[config.mk]
export PLATFORM = sky130hd
export DESIGN_NAME = rfo_ctrl
export DESIGN_NICKNAME = d
export VERILOG_FILES = /design/src/rfo_pkg.sv /design/src/rfo_ctrl.sv
export SDC_FILE = /design/constraint.sdc
export NUM_CORES = 1
export LEC_CHECK = 0
export BUFFER_PORTS_ARGS = -buffer_cell sky130_fd_sc_hd__buf_2
export CAP_MARGIN = 20
export CORE_MARGIN = 4
export CORE_UTILIZATION = 56
export DETAILED_ROUTE_END_ITERATION = 10
export PLACE_DENSITY = 0.87
export SETUP_SLACK_MARGIN = 0.5
export SLEW_MARGIN = 10
export SYNTH_ARGS = -nofsm -noshare
export SYNTH_HDL_FRONTEND = slang
export SYNTH_SLANG_ARGS = --single-unit
[constraint.sdc]
create_clock -name clk -period 2.85 [get_ports clk]
set_clock_uncertainty 0.2 [all_clocks]
set_input_delay 0.57 -clock clk [delete_from_list [all_inputs] [get_ports clk]]
set_output_delay 0.57 -clock clk [all_outputs]
set_load 0.05 [all_outputs]
[src/rfo_pkg.sv]
// ----------------------------------------------------------------------------
// rfo_pkg
// Shared types, constants and the step program of the rotor flux observer.
// ----------------------------------------------------------------------------
package rfo_pkg;

  // configuration register indexes
  localparam logic [2:0] CFG_TIME_STEP     = 3'd0;
  localparam logic [2:0] CFG_COUPLING_GAIN = 3'd1;
  localparam logic [2:0] CFG_ROTOR_DECAY   = 3'd2;
  localparam logic [2:0] CFG_POLE_PAIRS    = 3'd3;
  localparam logic [2:0] CFG_INIT_ALPHA    = 3'd4;
  localparam logic [2:0] CFG_INIT_BETA     = 3'd5;

  typedef struct packed {
    logic        [16:0] time_step;
    logic signed [31:0] coupling_gain;
    logic signed [31:0] rotor_decay;
    logic        [4:0]  pole_pairs;
    logic signed [31:0] init_alpha;
    logic signed [31:0] init_beta;
  } cfg_t;

  // fixed-point constants in unsigned Q1.16, and one sixth in Q31
  localparam logic [16:0] K0667_Q  = 17'd43713;
  localparam logic [16:0] K0866_Q  = 17'd56754;
  localparam logic [16:0] K06667_Q = 17'd43693;
  localparam logic [28:0] SIXTH_Q  = 29'd357913941;

  // operand A selects
  localparam logic [3:0] A_DIFFA = 4'd0;
  localparam logic [3:0] A_DIFFB = 4'd1;
  localparam logic [3:0] A_TMP   = 4'd2;
  localparam logic [3:0] A_MS    = 4'd3;
  localparam logic [3:0] A_CG    = 4'd4;
  localparam logic [3:0] A_WE    = 4'd5;
  localparam logic [3:0] A_RD    = 4'd6;
  localparam logic [3:0] A_H     = 4'd7;
  localparam logic [3:0] A_KSA   = 4'd8;
  localparam logic [3:0] A_KSB   = 4'd9;
  localparam logic [3:0] A_FA    = 4'd10;
  localparam logic [3:0] A_FB    = 4'd11;

  // operand B selects
  localparam logic [4:0] B_K0667  = 5'd0;
  localparam logic [4:0] B_K0866  = 5'd1;
  localparam logic [4:0] B_K06667 = 5'd2;
  localparam logic [4:0] B_PP     = 5'd3;
  localparam logic [4:0] B_IAL    = 5'd4;
  localparam logic [4:0] B_IBE    = 5'd5;
  localparam logic [4:0] B_PA     = 5'd6;
  localparam logic [4:0] B_PB     = 5'd7;
  localparam logic [4:0] B_K1A    = 5'd8;
  localparam logic [4:0] B_K1B    = 5'd9;
  localparam logic [4:0] B_K2A    = 5'd10;
  localparam logic [4:0] B_K2B    = 5'd11;
  localparam logic [4:0] B_K3A    = 5'd12;
  localparam logic [4:0] B_K3B    = 5'd13;
  localparam logic [4:0] B_SIXTH  = 5'd14;
  localparam logic [4:0] B_HS     = 5'd15;
  localparam logic [4:0] B_FA     = 5'd16;
  localparam logic [4:0] B_FB     = 5'd17;

  // product shift
  localparam logic [1:0] SH_0  = 2'd0;
  localparam logic [1:0] SH_16 = 2'd1;
  localparam logic [1:0] SH_17 = 2'd2;
  localparam logic [1:0] SH_47 = 2'd3;

  // addend selects
  localparam logic [2:0] BS_ZERO = 3'd0;
  localparam logic [2:0] BS_SUM  = 3'd1;
  localparam logic [2:0] BS_CGIA = 3'd2;
  localparam logic [2:0] BS_CGIB = 3'd3;
  localparam logic [2:0] BS_FA   = 3'd4;
  localparam logic [2:0] BS_FB   = 3'd5;

  // destinations
  localparam logic [4:0] D_SUM  = 5'd0;
  localparam logic [4:0] D_TMP  = 5'd1;
  localparam logic [4:0] D_IAL  = 5'd2;
  localparam logic [4:0] D_IBE  = 5'd3;
  localparam logic [4:0] D_WE   = 5'd4;
  localparam logic [4:0] D_CGIA = 5'd5;
  localparam logic [4:0] D_CGIB = 5'd6;
  localparam logic [4:0] D_K1A  = 5'd7;
  localparam logic [4:0] D_K1B  = 5'd8;
  localparam logic [4:0] D_K2A  = 5'd9;
  localparam logic [4:0] D_K2B  = 5'd10;
  localparam logic [4:0] D_K3A  = 5'd11;
  localparam logic [4:0] D_K3B  = 5'd12;
  localparam logic [4:0] D_K4A  = 5'd13;
  localparam logic [4:0] D_K4B  = 5'd14;
  localparam logic [4:0] D_PA   = 5'd15;
  localparam logic [4:0] D_PB   = 5'd16;
  localparam logic [4:0] D_FA   = 5'd17;
  localparam logic [4:0] D_FB   = 5'd18;
  localparam logic [4:0] D_HS   = 5'd19;
  localparam logic [4:0] D_SQ0  = 5'd20;
  localparam logic [4:0] D_SQ1  = 5'd21;

  typedef struct packed {
    logic [3:0] a_sel;
    logic [4:0] b_sel;
    logic [1:0] sh;
    logic [2:0] base;
    logic       sub;
    logic [4:0] dest;
  } op_t;

  localparam logic [5:0] LAST_OP   = 6'd32;
  localparam logic [4:0] ITER_LAST = 5'd31;

  typedef struct packed {
    logic       load_in;
    logic       op_load;
    logic       mul_lo;
    logic       mul_hi;
    logic       wb;
    logic       iter_start;
    logic       iter_step;
    logic       out_load;
    logic [5:0] pc;
  } cmd_t;

  // one observer step: clarke, speed, four derivative stages, update, squares
  function automatic op_t rfo_prog(input logic [5:0] pc);
    op_t op;
    unique case (pc)
      6'd0:  op = '{A_DIFFA, B_K0667,  SH_17, BS_ZERO, 1'b0, D_IAL};
      6'd1:  op = '{A_DIFFB, B_K0866,  SH_16, BS_ZERO, 1'b0, D_TMP};
      6'd2:  op = '{A_TMP,   B_K06667, SH_16, BS_ZERO, 1'b0, D_IBE};
      6'd3:  op = '{A_MS,    B_PP,     SH_0,  BS_ZERO, 1'b0, D_WE};
      6'd4:  op = '{A_CG,    B_IAL,    SH_16, BS_ZERO, 1'b0, D_CGIA};
      6'd5:  op = '{A_CG,    B_IBE,    SH_16, BS_ZERO, 1'b0, D_CGIB};
      6'd6:  op = '{A_H,     B_SIXTH,  SH_0,  BS_ZERO, 1'b0, D_HS};
      6'd7:  op = '{A_WE,    B_PB,     SH_16, BS_CGIA, 1'b1, D_SUM};
      6'd8:  op = '{A_RD,    B_PA,     SH_16, BS_SUM,  1'b1, D_K1A};
      6'd9:  op = '{A_WE,    B_PA,     SH_16, BS_CGIB, 1'b0, D_SUM};
      6'd10: op = '{A_RD,    B_PB,     SH_16, BS_SUM,  1'b1, D_K1B};
      6'd11: op = '{A_H,     B_K1A,    SH_17, BS_FA,   1'b0, D_PA};
      6'd12: op = '{A_H,     B_K1B,    SH_17, BS_FB,   1'b0, D_PB};
      6'd13: op = '{A_WE,    B_PB,     SH_16, BS_CGIA, 1'b1, D_SUM};
      6'd14: op = '{A_RD,    B_PA,     SH_16, BS_SUM,  1'b1, D_K2A};
      6'd15: op = '{A_WE,    B_PA,     SH_16, BS_CGIB, 1'b0, D_SUM};
      6'd16: op = '{A_RD,    B_PB,     SH_16, BS_SUM,  1'b1, D_K2B};
      6'd17: op = '{A_H,     B_K2A,    SH_17, BS_FA,   1'b0, D_PA};
      6'd18: op = '{A_H,     B_K2B,    SH_17, BS_FB,   1'b0, D_PB};
      6'd19: op = '{A_WE,    B_PB,     SH_16, BS_CGIA, 1'b1, D_SUM};
      6'd20: op = '{A_RD,    B_PA,     SH_16, BS_SUM,  1'b1, D_K3A};
      6'd21: op = '{A_WE,    B_PA,     SH_16, BS_CGIB, 1'b0, D_SUM};
      6'd22: op = '{A_RD,    B_PB,     SH_16, BS_SUM,  1'b1, D_K3B};
      6'd23: op = '{A_H,     B_K3A,    SH_16, BS_FA,   1'b0, D_PA};
      6'd24: op = '{A_H,     B_K3B,    SH_16, BS_FB,   1'b0, D_PB};
      6'd25: op = '{A_WE,    B_PB,     SH_16, BS_CGIA, 1'b1, D_SUM};
      6'd26: op = '{A_RD,    B_PA,     SH_16, BS_SUM,  1'b1, D_K4A};
      6'd27: op = '{A_WE,    B_PA,     SH_16, BS_CGIB, 1'b0, D_SUM};
      6'd28: op = '{A_RD,    B_PB,     SH_16, BS_SUM,  1'b1, D_K4B};
      6'd29: op = '{A_KSA,   B_HS,     SH_47, BS_FA,   1'b0, D_FA};
      6'd30: op = '{A_KSB,   B_HS,     SH_47, BS_FB,   1'b0, D_FB};
      6'd31: op = '{A_FA,    B_FA,     SH_0,  BS_ZERO, 1'b0, D_SQ0};
      6'd32: op = '{A_FB,    B_FB,     SH_0,  BS_ZERO, 1'b0, D_SQ1};
      default: op = '0;
    endcase
    return op;
  endfunction

  // arctangent of 2^-i in Q30
  function automatic logic signed [33:0] rfo_atan(input logic [4:0] i);
    logic signed [33:0] v;
    unique case (i)
      5'd0:  v = 34'sd843314857;
      5'd1:  v = 34'sd497837829;
      5'd2:  v = 34'sd263043837;
      5'd3:  v = 34'sd133525159;
      5'd4:  v = 34'sd67021688;
      5'd5:  v = 34'sd33543516;
      5'd6:  v = 34'sd16775852;
      5'd7:  v = 34'sd8388437;
      5'd8:  v = 34'sd4194283;
      5'd9:  v = 34'sd2097149;
      5'd10: v = 34'sd1048576;
      5'd11: v = 34'sd524288;
      5'd12: v = 34'sd262144;
      5'd13: v = 34'sd131072;
      5'd14: v = 34'sd65536;
      5'd15: v = 34'sd32768;
      5'd16: v = 34'sd16384;
      5'd17: v = 34'sd8192;
      5'd18: v = 34'sd4096;
      5'd19: v = 34'sd2048;
      5'd20: v = 34'sd1024;
      5'd21: v = 34'sd512;
      5'd22: v = 34'sd256;
      5'd23: v = 34'sd128;
      5'd24: v = 34'sd64;
      5'd25: v = 34'sd32;
      5'd26: v = 34'sd16;
      5'd27: v = 34'sd8;
      5'd28: v = 34'sd4;
      5'd29: v = 34'sd2;
      5'd30: v = 34'sd1;
      default: v = 34'sd0;
    endcase
    return v;
  endfunction

endpackage

[src/rfo_ctrl.sv]
// ----------------------------------------------------------------------------
// rfo_ctrl
// Sequencer: steps the datapath through the program, the root/angle
// iterations and the output handshake.
// ----------------------------------------------------------------------------
module rfo_ctrl import rfo_pkg::*; (
  input  logic clk,
  input  logic rst_n,
  input  logic in_valid,
  output logic in_ready,
  input  logic out_ready,
  output logic out_valid,
  output cmd_t cmd
);

  localparam logic [2:0] S_IDLE   = 3'd0;
  localparam logic [2:0] S_LD     = 3'd1;
  localparam logic [2:0] S_MLO    = 3'd2;
  localparam logic [2:0] S_MHI    = 3'd3;
  localparam logic [2:0] S_WB     = 3'd4;
  localparam logic [2:0] S_ISTART = 3'd5;
  localparam logic [2:0] S_ITER   = 3'd6;
  localparam logic [2:0] S_DONE   = 3'd7;

  logic [2:0] state_r, state_nxt;
  logic [5:0] pc_r, pc_nxt;
  logic [4:0] it_r, it_nxt;
  logic       out_valid_r, out_valid_nxt;

  always_comb begin
    state_nxt     = state_r;
    pc_nxt        = pc_r;
    it_nxt        = it_r;
    out_valid_nxt = out_valid_r && !out_ready;
    cmd           = '0;
    cmd.pc        = pc_r;
    in_ready      = 1'b0;
    unique case (state_r)
      S_IDLE: begin
        in_ready = 1'b1;
        if (in_valid) begin
          cmd.load_in = 1'b1;
          pc_nxt      = '0;
          state_nxt   = S_LD;
        end
      end
      S_LD: begin
        cmd.op_load = 1'b1;
        state_nxt   = S_MLO;
      end
      S_MLO: begin
        cmd.mul_lo = 1'b1;
        state_nxt  = S_MHI;
      end
      S_MHI: begin
        cmd.mul_hi = 1'b1;
        state_nxt  = S_WB;
      end
      S_WB: begin
        cmd.wb = 1'b1;
        if (pc_r == LAST_OP) begin
          state_nxt = S_ISTART;
        end else begin
          pc_nxt    = pc_r + 6'd1;
          state_nxt = S_LD;
        end
      end
      S_ISTART: begin
        cmd.iter_start = 1'b1;
        it_nxt         = '0;
        state_nxt      = S_ITER;
      end
      S_ITER: begin
        cmd.iter_step = 1'b1;
        it_nxt        = it_r + 5'd1;
        if (it_r == ITER_LAST) begin
          state_nxt = S_DONE;
        end
      end
      S_DONE: begin
        // wait for the output register to free up
        if (!out_valid_r || out_ready) begin
          cmd.out_load  = 1'b1;
          out_valid_nxt = 1'b1;
          state_nxt     = S_IDLE;
        end
      end
      default: state_nxt = S_IDLE;
    endcase
  end

  always_ff @(posedge clk) begin
    if (!rst_n) begin
      state_r     <= S_IDLE;
      pc_r        <= '0;
      it_r        <= '0;
      out_valid_r <= 1'b0;
    end else begin
      state_r     <= state_nxt;
      pc_r        <= pc_nxt;
      it_r        <= it_nxt;
      out_valid_r <= out_valid_nxt;
    end
  end

  assign out_valid = out_valid_r;

endmodule

Word-level counts from Yosys, hierarchy flattened
Cells that the tools add are included.

Add/sub/neg operators: 2. Multipliers: 0. Divide/modulo/power cells: 0. Order comparisons: 0. Equal/unequal tests: 13. Shift operators: 0. Multiplexer cells: 22. Bitwise operators: 0. Reductions and logical operators: 9.

Operator list (number): one-hot mux 3 bit (8 select lines) (1); two-way mux 1 bit (13); equality test 3 bit, second input constant (4); two-way mux 3 bit (4); two-way mux 6 bit (2); one-hot mux 6 bit (2 select lines) (1); one-hot mux 5 bit (2 select lines) (1); inequality test 2 bit, second input constant (4); adder 6 x 1 -> 6 bit, second input constant (1); equality test 3 x 2 -> 1 bit, second input constant (2); equality test 6 bit, second input constant (1); AND reduction 3 bit (2); adder 5 x 1 -> 5 bit, second input constant (1); equality test 5 bit, second input constant (1); nonzero test 2 bit (2); equality test 3 x 1 -> 1 bit, second input constant (1); zero test 3 bit (1); zero test 1 bit (2); logical AND 1 bit (1); logical OR 1 bit (1).

Register bits after elaboration: 15. Bits in latches: 0. Memory bits (writable): 0. Memory bits (read-only): 0. Input bits: 4. Output and inout bits: 16. Word-level logic and storage cells: 50. Memories kept: 0.

Logic depth before layout (Yosys ltp)
Depth in word-level cells: 4. Gate-level depth with buffers: 6. Gate-level depth less buffers: 6.

Worst setup path after synthesis
No wires, ideal clock.

Path kind: input -> output. Start point: input out_ready. End point: output cmd[6] (netlist bit). Data arrival time: 1431 ps. Data required time: 2080 ps. Slack: 649 ps. Stages on the path: 2. Cell sequence: nand2b_1 > nor2b_1.

RTL lines: start, declared (RTL line rfo_ctrl.sv:11) `input logic out_ready,`; end, declared (RTL line rfo_ctrl.sv:13) `output cmd_t cmd`.

==> impl_metrics.json <==
{
  "status": "completed",
  "sw_frac_of_total": 0.471,
  "antenna_cells": 0,
  "die_w_um": 48.9,
  "power_frac_seq": 0.343,
  "critPathMaxFanout": 8,
  "syn-cell-area_um2": 938,
  "final.setup.tns_ns": 0,
  "r2r-start": "state_r[1]$_SDFFE_PN0P_",
  "drt_pass1_iterations": 4,
  "grt_pass1_wl_um": 3370,
  "hold_class": "reg2reg",
  "grt_overflow": 0,
  "end_kind": "output port",
  "viasPerCell": 6.00,
  "num_vias": 864,
  "post_cts_buffers": 0,
  "yosys_warnings": 0,
  "grt_util_all_layers": 0.171,
  "synthTopCellsByArea": "dfxtp_1 (32%), ha_1 (11%), mux2i_1 (5.3%), nor2b_1 (5.3%), nand3_1 (3.7%)",
  "cp_cell_sequence": "inv_1 -> ha_2 -> and2_1 -> clkbuf_4",
  "mostFrequentLayoutCell": "buf_2",
  "rrSetupSlack_ns": 1.05,
  "tightest_slew_ns": 0.400,
  "avgSynthCellArea_um2": 8.53,
  "synth_edf_count": 0,
  "place.detailed.hpwl_um": 1460,
  "core.rowCount": 14,
  "path_delay_family": "buffers and inverters",
  "ctsHtreeMaxLevel": 1,
  "holdPathEnd": "state_r[0]$_SDFFE_PN0P_",
  "die-area_um2": 2390,
  "slew_headroom": 0.732,
  "leakage_nw": 0.513,
  "syn2layout_area_growth_pct": 13.3,
  "globalplace.congestion": 0.867,
  "path_class": "reg2out",
  "coreArea_um2": 1540,
  "clkLatencyLatePin_ns": 0.29,
  "seq_area_frac_synth": 0.320,
  "use_met1": 0.198,
  "grt_max_degree": 21,
  "drtAntennaViolNets": 0,
  "io_buffer_count": 19,
  "synth-main-ff-cell": "dfxtp_1",
  "fin_crit_ns": 2.25,
  "grtUsageMet3": 0.0398,
  "nNetsFinal": 141,
  "synth.net_count": 122,
  "rsz0062_at_grt": "true",
  "reg2reg_depth": 5,
  "first_global_vias": 781,
  "fillers": 133,
  "timing.hold.worst.start": "state_r[0]$_SDFFE_PN0P_",
  "p_switching_mw": 0.342,
  "setup_viol": 0,
  "pwr-share-clk": 0.179,
  "r2r-end": "state_r[2]$_SDFFE_PN0P_",
  "path_buf_inv": 2,
  "peakVddDrop_mv": 0.569,
  "slowest_delay_ns": 0.35,
  "start_kind": "flop",
  "gr-max-usage-layer": "met2",
  "hold_violations": 0,
  "cts.sinks": 15,
  "slowest_stage": "dfxtp_1",
  "cp.required_ns": 2.08,
  "synth_top_area_cell": "dfxtp_1",
  "p_int_mw": 0.383,
  "routedWlPerCell_um": 13.9,
  "clk_path_buf_depth": 2,
  "final_layout_size_suffix_gt1_frac": 0.242,
  "start_util": 0.609,
  "drv_cap": 0,
  "power_per_cell_area_nw_per_um2": 682,
  "dp_slack_ns": 0.808,
  "antenna_found_initial": 0,
  "async_reset_ff_frac": 0,
  "arrival_ns": 1.48,
  "min_period_over_period": 0.791,
  "drt_iter0_drc": 20,
  "drc": 0,
  "setup_slack_ns": 0.597,
  "synth_top_area_frac": 0.320,
  "fp.dieH_um": 48.9,
  "cts_buffers": 3,
  "cts_tree": "yes",
  "wl_um": 2010,
  "multi_input_comb_area_um2": 584,
  "ys_seq_elements": 15,
  "fmax_ghz": 0.444,
  "final_max_slew_viol_count": 0,
  "cts.reportedPaths.clkPinSlew_ns": 0.10,
  "cp-startpoint": "state_r[0]$_SDFFE_PN0P_",
  "regArea_um2": 302,
  "io_pins": 20,
  "layout_common_cells": "buf_2 (17), dfxtp_1 (14), nand2_1 (9)",
  "hold_depth": 2,
  "grt_util_met2": 0.302,
  "ys_types": 38,
  "cts-root-buf": "clkbuf_4",
  "netlist_instances": 110,
  "power_frac_comb": 0.478
}
[power groups by stage]
| stage | Sequential, mW | Clock (mW) | Combinational [mW] |
|---|---|---|---|
| after CTS | 0.248 | 0.131 | 0.336 |
| after global placement | 0.250 | 0 | 0.332 |
| final | 0.249 | 0.130 | 0.347 |
| after floorplan | 0.245 | 0 | 0.279 |
| after detailed placement | 0.252 | 0 | 0.334 |
| after global routing | 0.254 | 0.146 | 0.375 |
[per-stage QoR]
stage                     cells  instance area (um2)  hold WS, ns  utilization  total power [mW]
after floorplan             110                  938        0.268            -             0.524
after global placement      140                 1020        0.279        0.665             0.582
after detailed placement    140                 1020        0.293        0.665             0.587
after CTS                   144                 1050        0.311        0.683             0.715
after global routing        144                 1060        0.346        0.690             0.775
final                       144                 1060        0.311        0.690             0.725
[sequential cells by signal (all words and copies together), names as in the netlist]
signal and flops:
pc_r 6, state_r 3, it_r 5, out_valid 1
[synthesized netlist by cell type, types with 3 or more instances]
| cell type | n |
|---|---|
| dfxtp_1 | 15 |
| nand2_1 | 9 |
| ha_1 | 8 |
| nor2b_1 | 8 |
| inv_1 | 7 |
| nand3_1 | 7 |
| o21ai_0 | 6 |
| mux2i_1 | 5 |
| a21oi_1 | 4 |
| a21boi_0 | 3 |
| nor2_1 | 3 |
| or3_1 | 3 |
[routing by layer]
metal | up-vias | share of wire
li1 | 430 | -
met1 | 405 | 0.43
met2 | 27 | 0.50
met3 | 2 | 0.060
met4 | 0 | 0.0080
met5 | - | 0
[tightest hold or removal path, cell delays in order, from the launching register on]
cell and delay [ns]:
dfxtp_1 0.35, nand2_1 0.07, mux2i_1 0.05
[cells by family (layout without fill, tap and decap cells)]
group                      count (synthesis)  in the layout  share of synthesized area
buffers and inverters                     13             31                     0.0627
and+or+nand+nor                           41             41                      0.251
muxes                                      5              5                     0.0533
DFF                                       15             15                      0.320
adders and majority gates                  8              8                      0.107
AOI/OAI and AO/OA                         28             28                      0.207
[layout make-up]
cell class | instances | share of cell area
multi-input combinational | 82 | 0.549
sequential | 15 | 0.284
timing repair buffer | 19 | 0.0941
inverter | 8 | 0.0282
clock buffer | 3 | 0.0212
tap | 16 | 0.0188
clock inverter | 1 | 0.00471
[worst max-delay path by stage]
stage | depth (start not counted) | slack (ns) | end
final | 4 | 0.60 | cmd[9]
after global routing | 5 | 0.46 | cmd[13]
after CTS | 4 | 0.53 | cmd[9]
after detailed placement | 3 | 0.81 | cmd[6]
after global placement | 3 | 0.86 | cmd[6]
after floorplan | 2 | 0.65 | cmd[6]
[repair_timing]
action | CTS | global route
hold buffers | 0 | 0
gates resized for setup | 1 | 4
pin swaps | 0 | 0
setup endpoints to repair | 1 | 5
No activity file was read; power rests on OpenSTA's default activity.
